`config.mk`:
```
export PLATFORM = sky130hd
export DESIGN_NAME = min_tracking_stack
export DESIGN_NICKNAME = d
export VERILOG_FILES = /design/src/design/mts_pkg.sv /design/src/design/mts_ram.sv /design/src/design/min_tracking_stack.sv
export VERILOG_INCLUDE_DIRS = /design/src /design/src/design
export SDC_FILE = /design/constraint.sdc
export NUM_CORES = 2
export LEC_CHECK = 0
export BUFFER_PORTS_ARGS = -buffer_cell sky130_fd_sc_hd__buf_2
export CAP_MARGIN = 20
export CORE_MARGIN = 1.5
export CORE_UTILIZATION = 36
export CTS_BUF_LIST = sky130_fd_sc_hd__clkbuf_8
export DETAILED_ROUTE_END_ITERATION = 8
export PLACE_DENSITY = 0.52
export SYNTH_ARGS = -nofsm -noshare
export SYNTH_HDL_FRONTEND = slang
export SYNTH_SLANG_ARGS = --single-unit
```
`constraint.sdc`:
```
create_clock -name clk -period 8 [get_ports clk]
set_clock_uncertainty 0.1 [all_clocks]
set_input_delay 0.4 -clock clk [delete_from_list [all_inputs] [get_ports clk]]
set_output_delay 0.4 -clock clk [all_outputs]
set_load 0.1 [all_outputs]
```
`src/design/min_tracking_stack_macros.svh`:
```
// ----------------------------------------------------------------------------
// min tracking stack assertion macros
// concurrent check helpers, compiled out for synthesis
// ----------------------------------------------------------------------------
`ifndef MIN_TRACKING_STACK_MACROS_SVH
`define MIN_TRACKING_STACK_MACROS_SVH

`ifndef SYNTHESIS
// same-cycle implication
`define MTS_ASSERT_NOW(lbl, clk, rst_n, ante, cons, msg) \
    lbl: assert property (@(posedge clk) disable iff (!rst_n) (ante) |-> (cons)) \
        else $error(msg);
// next-cycle implication
`define MTS_ASSERT_NEXT(lbl, clk, rst_n, ante, cons, msg) \
    lbl: assert property (@(posedge clk) disable iff (!rst_n) (ante) |=> (cons)) \
        else $error(msg);
`else
`define MTS_ASSERT_NOW(lbl, clk, rst_n, ante, cons, msg)
`define MTS_ASSERT_NEXT(lbl, clk, rst_n, ante, cons, msg)
`endif

`endif

```
`src/design/mts_pkg.sv`:
```
// ----------------------------------------------------------------------------
// mts_pkg
// shared constants and types of the min tracking stack
// ----------------------------------------------------------------------------
`timescale 1ns / 1ps

package mts_pkg;

    localparam int STACK_DEPTH = 64;
    localparam int DATA_W      = 32;
    localparam int ADDR_W      = $clog2(STACK_DEPTH);
    localparam int CNT_W       = $clog2(STACK_DEPTH + 1);

    localparam logic [CNT_W-1:0] FULL_COUNT = CNT_W'(STACK_DEPTH);

    localparam logic OP_PUSH = 1'b0;
    localparam logic OP_POP  = 1'b1;

    typedef enum logic [1:0] {
        ST_OK    = 2'd0,
        ST_FULL  = 2'd1,
        ST_EMPTY = 2'd2
    } status_t;

    typedef enum logic {
        S_IDLE,
        S_RESP
    } state_t;

endpackage

```
`src/design/mts_ram.sv`:
```
// ----------------------------------------------------------------------------
// mts_ram
// simple dual port ram, one write and one registered read port
// ----------------------------------------------------------------------------
`timescale 1ns / 1ps

module mts_ram #(
    parameter int WIDTH = 32,
    parameter int DEPTH = 64
) (
    input  logic                     clk,
    input  logic                     we,
    input  logic [$clog2(DEPTH)-1:0] wr_addr,
    input  logic [WIDTH-1:0]         wr_data,
    input  logic                     re,
    input  logic [$clog2(DEPTH)-1:0] rd_addr,
    output logic [WIDTH-1:0]         rd_data
);

    logic [WIDTH-1:0] mem [DEPTH];

    always_ff @(posedge clk)
    begin
        if (we)
        begin
            mem[wr_addr] <= wr_data;
        end
    end

    always_ff @(posedge clk)
    begin
        if (re)
        begin
            rd_data <= mem[rd_addr];
        end
    end

endmodule

```
`src/design/min_tracking_stack.sv`:
```
// ----------------------------------------------------------------------------
// min_tracking_stack
// signed value stack with a running minimum kept on a second stack
// ----------------------------------------------------------------------------
// usage:
//   a command beat is taken when start is high and busy is low; op selects
//   push (value is stored) or pop (value is ignored).
//   every command gives exactly one result beat, marked by done for one
//   cycle, carrying top_value, min_value, depth_now, is_empty and status.
//   done is high in the cycle right after the accepting edge; busy is high
//   in the done cycle, so no new command is taken while a result is out.
//   the response state is there for the registered read of the value and
//   minimum rams: a pop needs the entry below the old top, which the ram
//   returns registered after the address is presented. the current tops
//   sit in registers.
//   push on full and pop on empty change nothing and report a status code.
//   reset clears both counts and the top registers; ram contents are not
//   cleared and need no clearing pass.
//   the receiver cannot stall: a result must be taken in its done cycle.
// ----------------------------------------------------------------------------
`timescale 1ns / 1ps
`include "min_tracking_stack_macros.svh"

module min_tracking_stack (
    input  logic                                clk,
    input  logic                                rst_n,
    input  logic                                start,
    output logic                                busy,
    input  logic                                op,
    input  logic signed [mts_pkg::DATA_W-1:0]   value,
    output logic                                done,
    output logic signed [mts_pkg::DATA_W-1:0]   top_value,
    output logic signed [mts_pkg::DATA_W-1:0]   min_value,
    output logic        [mts_pkg::CNT_W-1:0]    depth_now,
    output logic                                is_empty,
    output logic        [1:0]                   status
);

    mts_pkg::state_t                      state_reg, state_next;
    logic        [mts_pkg::CNT_W-1:0]     count_reg, count_next;
    logic        [mts_pkg::CNT_W-1:0]     min_count_reg, min_count_next;
    logic signed [mts_pkg::DATA_W-1:0]    top_reg, top_next;
    logic signed [mts_pkg::DATA_W-1:0]    min_top_reg, min_top_next;
    logic                                 sel_top_reg, sel_top_next;
    logic                                 sel_min_reg, sel_min_next;
    mts_pkg::status_t                     status_reg, status_next;

    logic                                 accept;
    logic        [mts_pkg::CNT_W-1:0]     count_m2;
    logic        [mts_pkg::CNT_W-1:0]     min_count_m2;
    logic                                 val_we, val_re, min_we, min_re;
    logic        [mts_pkg::DATA_W-1:0]    val_rd_data, min_rd_data;
    logic signed [mts_pkg::DATA_W-1:0]    top_c, min_c;

    assign accept       = start && !busy;
    assign count_m2     = count_reg - mts_pkg::CNT_W'(2);
    assign min_count_m2 = min_count_reg - mts_pkg::CNT_W'(2);

    mts_ram #(
        .WIDTH (mts_pkg::DATA_W),
        .DEPTH (mts_pkg::STACK_DEPTH)
    ) u_val_ram (
        .clk     (clk),
        .we      (val_we),
        .wr_addr (count_reg[mts_pkg::ADDR_W-1:0]),
        .wr_data (value),
        .re      (val_re),
        .rd_addr (count_m2[mts_pkg::ADDR_W-1:0]),
        .rd_data (val_rd_data)
    );

    mts_ram #(
        .WIDTH (mts_pkg::DATA_W),
        .DEPTH (mts_pkg::STACK_DEPTH)
    ) u_min_ram (
        .clk     (clk),
        .we      (min_we),
        .wr_addr (min_count_reg[mts_pkg::ADDR_W-1:0]),
        .wr_data (value),
        .re      (min_re),
        .rd_addr (min_count_m2[mts_pkg::ADDR_W-1:0]),
        .rd_data (min_rd_data)
    );

    // next state
    always_comb
    begin
        case (state_reg)
            mts_pkg::S_IDLE: state_next = accept ? mts_pkg::S_RESP : mts_pkg::S_IDLE;
            mts_pkg::S_RESP: state_next = mts_pkg::S_IDLE;
            default:         state_next = mts_pkg::S_IDLE;
        endcase
    end

    // fsm outputs
    always_comb
    begin
        case (state_reg)
            mts_pkg::S_IDLE:
            begin
                busy = 1'b0;
                done = 1'b0;
            end
            mts_pkg::S_RESP:
            begin
                busy = 1'b1;
                done = 1'b1;
            end
            default:
            begin
                busy = 1'b1;
                done = 1'b0;
            end
        endcase
    end

    // tops after a pop that leaves an entry below come from the ram read
    assign top_c = sel_top_reg ? $signed(val_rd_data) : top_reg;
    assign min_c = sel_min_reg ? $signed(min_rd_data) : min_top_reg;

    always_comb
    begin
        count_next     = count_reg;
        min_count_next = min_count_reg;
        top_next       = top_reg;
        min_top_next   = min_top_reg;
        sel_top_next   = sel_top_reg;
        sel_min_next   = sel_min_reg;
        status_next    = status_reg;
        val_we         = 1'b0;
        val_re         = 1'b0;
        min_we         = 1'b0;
        min_re         = 1'b0;

        if (state_reg == mts_pkg::S_IDLE && accept)
        begin
            sel_top_next = 1'b0;
            sel_min_next = 1'b0;
            status_next  = mts_pkg::ST_OK;
            if (op == mts_pkg::OP_PUSH)
            begin
                if (count_reg == mts_pkg::FULL_COUNT)
                begin
                    status_next = mts_pkg::ST_FULL;
                end
                else
                begin
                    val_we     = 1'b1;
                    count_next = count_reg + mts_pkg::CNT_W'(1);
                    top_next   = value;
                    if (min_count_reg != mts_pkg::FULL_COUNT &&
                        (min_count_reg == '0 || value <= min_top_reg))
                    begin
                        min_we         = 1'b1;
                        min_count_next = min_count_reg + mts_pkg::CNT_W'(1);
                        min_top_next   = value;
                    end
                end
            end
            else
            begin
                if (count_reg == '0)
                begin
                    status_next = mts_pkg::ST_EMPTY;
                end
                else
                begin
                    count_next = count_reg - mts_pkg::CNT_W'(1);
                    if (count_reg >= mts_pkg::CNT_W'(2))
                    begin
                        val_re       = 1'b1;
                        sel_top_next = 1'b1;
                    end
                    else
                    begin
                        top_next = '0;
                    end
                    if (min_count_reg != '0 && min_top_reg == top_reg)
                    begin
                        min_count_next = min_count_reg - mts_pkg::CNT_W'(1);
                        if (min_count_reg >= mts_pkg::CNT_W'(2))
                        begin
                            min_re       = 1'b1;
                            sel_min_next = 1'b1;
                        end
                        else
                        begin
                            min_top_next = '0;
                        end
                    end
                end
            end
        end
        else if (state_reg == mts_pkg::S_RESP)
        begin
            top_next     = top_c;
            min_top_next = min_c;
            sel_top_next = 1'b0;
            sel_min_next = 1'b0;
        end
    end

    always_ff @(posedge clk or negedge rst_n)
    begin
        if (!rst_n)
        begin
            state_reg     <= mts_pkg::S_IDLE;
            count_reg     <= '0;
            min_count_reg <= '0;
            top_reg       <= '0;
            min_top_reg   <= '0;
            sel_top_reg   <= 1'b0;
            sel_min_reg   <= 1'b0;
            status_reg    <= mts_pkg::ST_OK;
        end
        else
        begin
            state_reg     <= state_next;
            count_reg     <= count_next;
            min_count_reg <= min_count_next;
            top_reg       <= top_next;
            min_top_reg   <= min_top_next;
            sel_top_reg   <= sel_top_next;
            sel_min_reg   <= sel_min_next;
            status_reg    <= status_next;
        end
    end

    assign top_value = top_c;
    assign min_value = min_c;
    assign depth_now = count_reg;
    assign is_empty  = (count_reg == '0);
    assign status    = status_reg;

    `MTS_ASSERT_NOW(a_min_le_count, clk, rst_n, 1'b1, min_count_reg <= count_reg,
        "min stack deeper than value stack")
    `MTS_ASSERT_NEXT(a_accept_done, clk, rst_n, accept, done,
        "no result beat after command")
    `MTS_ASSERT_NOW(a_count_range, clk, rst_n, 1'b1, count_reg <= mts_pkg::FULL_COUNT,
        "count beyond depth")
    `MTS_ASSERT_NOW(a_full_status, clk, rst_n, done && status_reg == mts_pkg::ST_FULL,
        count_reg == mts_pkg::FULL_COUNT, "full status while not full")
    `MTS_ASSERT_NOW(a_empty_min, clk, rst_n, done && is_empty,
        min_count_reg == '0 && top_value == '0 && min_value == '0,
        "empty stack with live min")

endmodule

```
==> flow_metrics.tcl <==
set metrics [dict create \
    reg2reg_depth 5 \
    synthTopCellsByArea "edfxtp_1 76%, mux4_2 19%, dfrtp_1 1.3%" \
    routedWlPerCell_um 33.9 \
    worst_pin_slew_ps 1220 \
    drtIter0Drc 9875 \
    final_layout_size_suffix_gt1_share_pct 34.4 \
    n_fill_cell 39200 \
    end_kind "register" \
    grt_antenna_before_repair 67 \
    yosysUniqueCellTypes 56 \
    synth_top_area_cell "edfxtp_1" \
    grt_pass1_wl_mm 648 \
    seqCellArea_um2 127000 \
    rsz0062_at_grt "no" \
    drc 0 \
    drt_wl_total_mm 472 \
    cts_sinks 4243 \
    cts_buffers 670 \
    grt_util_met2_pct 31.2 \
    gp_congestion 0.890 \
    cts_buffer_depth 4 \
    cp.arrival_ps 5700 \
    grt_pass1_vias 78800 \
    syn-cell-area_um2 163000 \
    layout_min_cycle_time_ps 4990 \
    setup_viol 0 \
    io_buffers 111 \
    ant_nets 0 \
    timing.hold.ws_ps 132 \
    holdPathStages 2 \
    cts.clk_slew.worst_paths_ps 70 \
    hold_path.class "in -> reg" \
    synth_edf_count 4160 \
    syn_area_per_cell_um2 24.5 \
    criticalPathCategory "in -> reg" \
    insertion_delay_ps 1250 \
    dpl_cell_area_um2 174000 \
    grt_max_degree 139 \
    via_count 77700 \
    dieArea_um2 458000 \
    final_common_cell "edfxtp_1" \
    postLayoutCoreUtil_pct 41.2 \
    mostFrequentLayoutCells "4160 x edfxtp_1, 1343 x mux4_2, 683 x clkbuf_8" \
    cap_violations 0 \
    synth.yosys.seq_area_share_pct 77.7 \
    cts-resized-gates 0 \
    cp-start-kind "primary input" \
    viasPerCell 5.58 \
    cts_tree "built" \
    multi_input_area_um2 35800 \
    synth_top_area_share_pct 76.4 \
    busiest_layer "met2" \
    leakagePower_uw 0.0580 \
    stdcell_area_um2 186000 \
    hold_viol_final 0 \
    cts_htree_levels 6 \
    post-cts-setup-buffers 0 \
    worstPathRequired_ps 8710 \
    setup_tns_ps 0 \
    area_delta_synth_final_pct 14.1 \
    final_max_slew_viol_count 0 \
    fp.dieW_um 677 \
    ys.flop_type "edfxtp_1" \
    grtUsageMet1_pct 29.2 \
    powerDensity_nw_per_um2 359 \
    crit_fanout 32 \
    status "finished, final reports clean" \
    core_area_um2 452000 \
    synth-seq-cells 4243 \
    pin_count 112 \
    start_util_pct 36.1 \
    syn_inst 6683 \
    hpwlAfterDp_mm 279 \
    fin_ws_ps 3010 \
    die_h_um 677 \
    max_freq_mhz 200 \
    drt_pass1_iterations 8 \
    async_reset_ff_share_pct 1.96 \
    grt-ovfl-total 0 \
    maxSlewHeadroom_pct 18.4 \
    dp_slack_ps 2670 \
    num-nets-final 7520 \
    yosysWarningCount 0 \
    placement_rows 247 \
    ctsHoldBuffers 44 \
    use_met3_pct 3.22 \
    syn_nets 6773 \
    cts_root_buf "clkbuf_8" \
    ir_drop_v 0.000457 \
    track_usage_pct 20.3 \
    top_regs "u_min_ram.mem (2048), u_val_ram.mem (2048)" \
    finalCritPeriodShare_pct 62.4 \
]
## synth_stat cells (all sizes together), types with 9 or more instances
| cell type | number |
|---|---|
| nor2 | 156 |
| xor2 | 31 |
| a22oi | 31 |
| nor3 | 24 |
| xnor2 | 21 |
| o21ai | 44 |
| clkbuf | 178 |
| nand3 | 9 |
| nor4 | 9 |
| mux2 | 38 |
| mux4 | 1343 |
| mux2i | 34 |
| dfrtp | 83 |
| nand2 | 132 |
| edfxtp | 4160 |
| buf | 172 |
| nand4 | 9 |
| inv | 44 |
| a31oi | 31 |
| a21o | 15 |
| ha | 52 |
| a21oi | 21 |
## metrics by stage
step           total power [uW]  cells
4_1_cts                   67500  13900
2_1_floorplan             40600   6683
3_3_place_gp              50500  12600
6_report                  67000  13900
5_1_grt                   69100  13900
3_5_place_dp              50600  12700
## final timing paths
path / from / end / slack, ps
max: value[15] / u_min_ram.mem[23][7] / 3010
min: value[14] / u_min_ram.mem[54][14] / 130
max reg2reg: depth_now[1] / u_val_ram.rd_data[0] / 3030
min reg2reg: status[0] / status[0] / 410
max in group asynchronous: rst_n / depth_now[0] / 6470
min in group asynchronous: rst_n / min_top_reg[17] / 420
## power breakdown
part / leakage, uW / switching (uW) / total (uW) / internal (uW)
sequential: 0.0384 / 713 / 25800 / 25100
combinational: 0.0127 / 14600 / 24300 / 9670
clock: 0.00689 / 8510 / 16900 / 8400
## per-layer routing
metal / share of wire [%] / vias up / wire length (um)
li1: - / 30500 / -
met1: 43 / 43100 / 201000
met2: 46 / 3355 / 218000
met3: 7.0 / 747 / 33200
met4: 4.2 / 0 / 20000
met5: 0 / - / 0
## critical path, cell delays in order
cell           delay [ps]
dlygate4sd3_1         530
dlygate4sd3_1         560
buf_4                 220
ha_1                  370
a21oi_1               230
o21ai_0               250
a221oi_1              360
a31oi_1               180
nor4_4                490
o21ai_0               270
or3_1                 790
nor2_4               1010
## final cells by class
class	instances	area share (%)
flip-flops and latches	4243	68.1
clock buffers	683	5.04
inverters	45	0.0906
multi-input cells	2045	19.2
clock inverters	495	1.39
well taps	5976	4.01
diodes	17	0.0228
repair buffers	425	2.08
## kinds of logic (layout without fill, tap and decap cells)
family | count (synthesis) | in the layout | synth area share [%]
buffers and inverters | 395 | 1648 | 1.02
AO/OA/AOI/OAI | 160 | 160 | 0.633
adder cells (fa/ha/maj) | 54 | 54 | 0.423
multiplexers | 1415 | 1415 | 19.0
flip-flops | 4243 | 4243 | 77.7
other | 0 | 17 | 0
XOR/XNOR | 52 | 52 | 0.279
AND/OR/NAND/NOR | 364 | 364 | 0.965
Note: power is estimated with default switching activity, not from simulation.
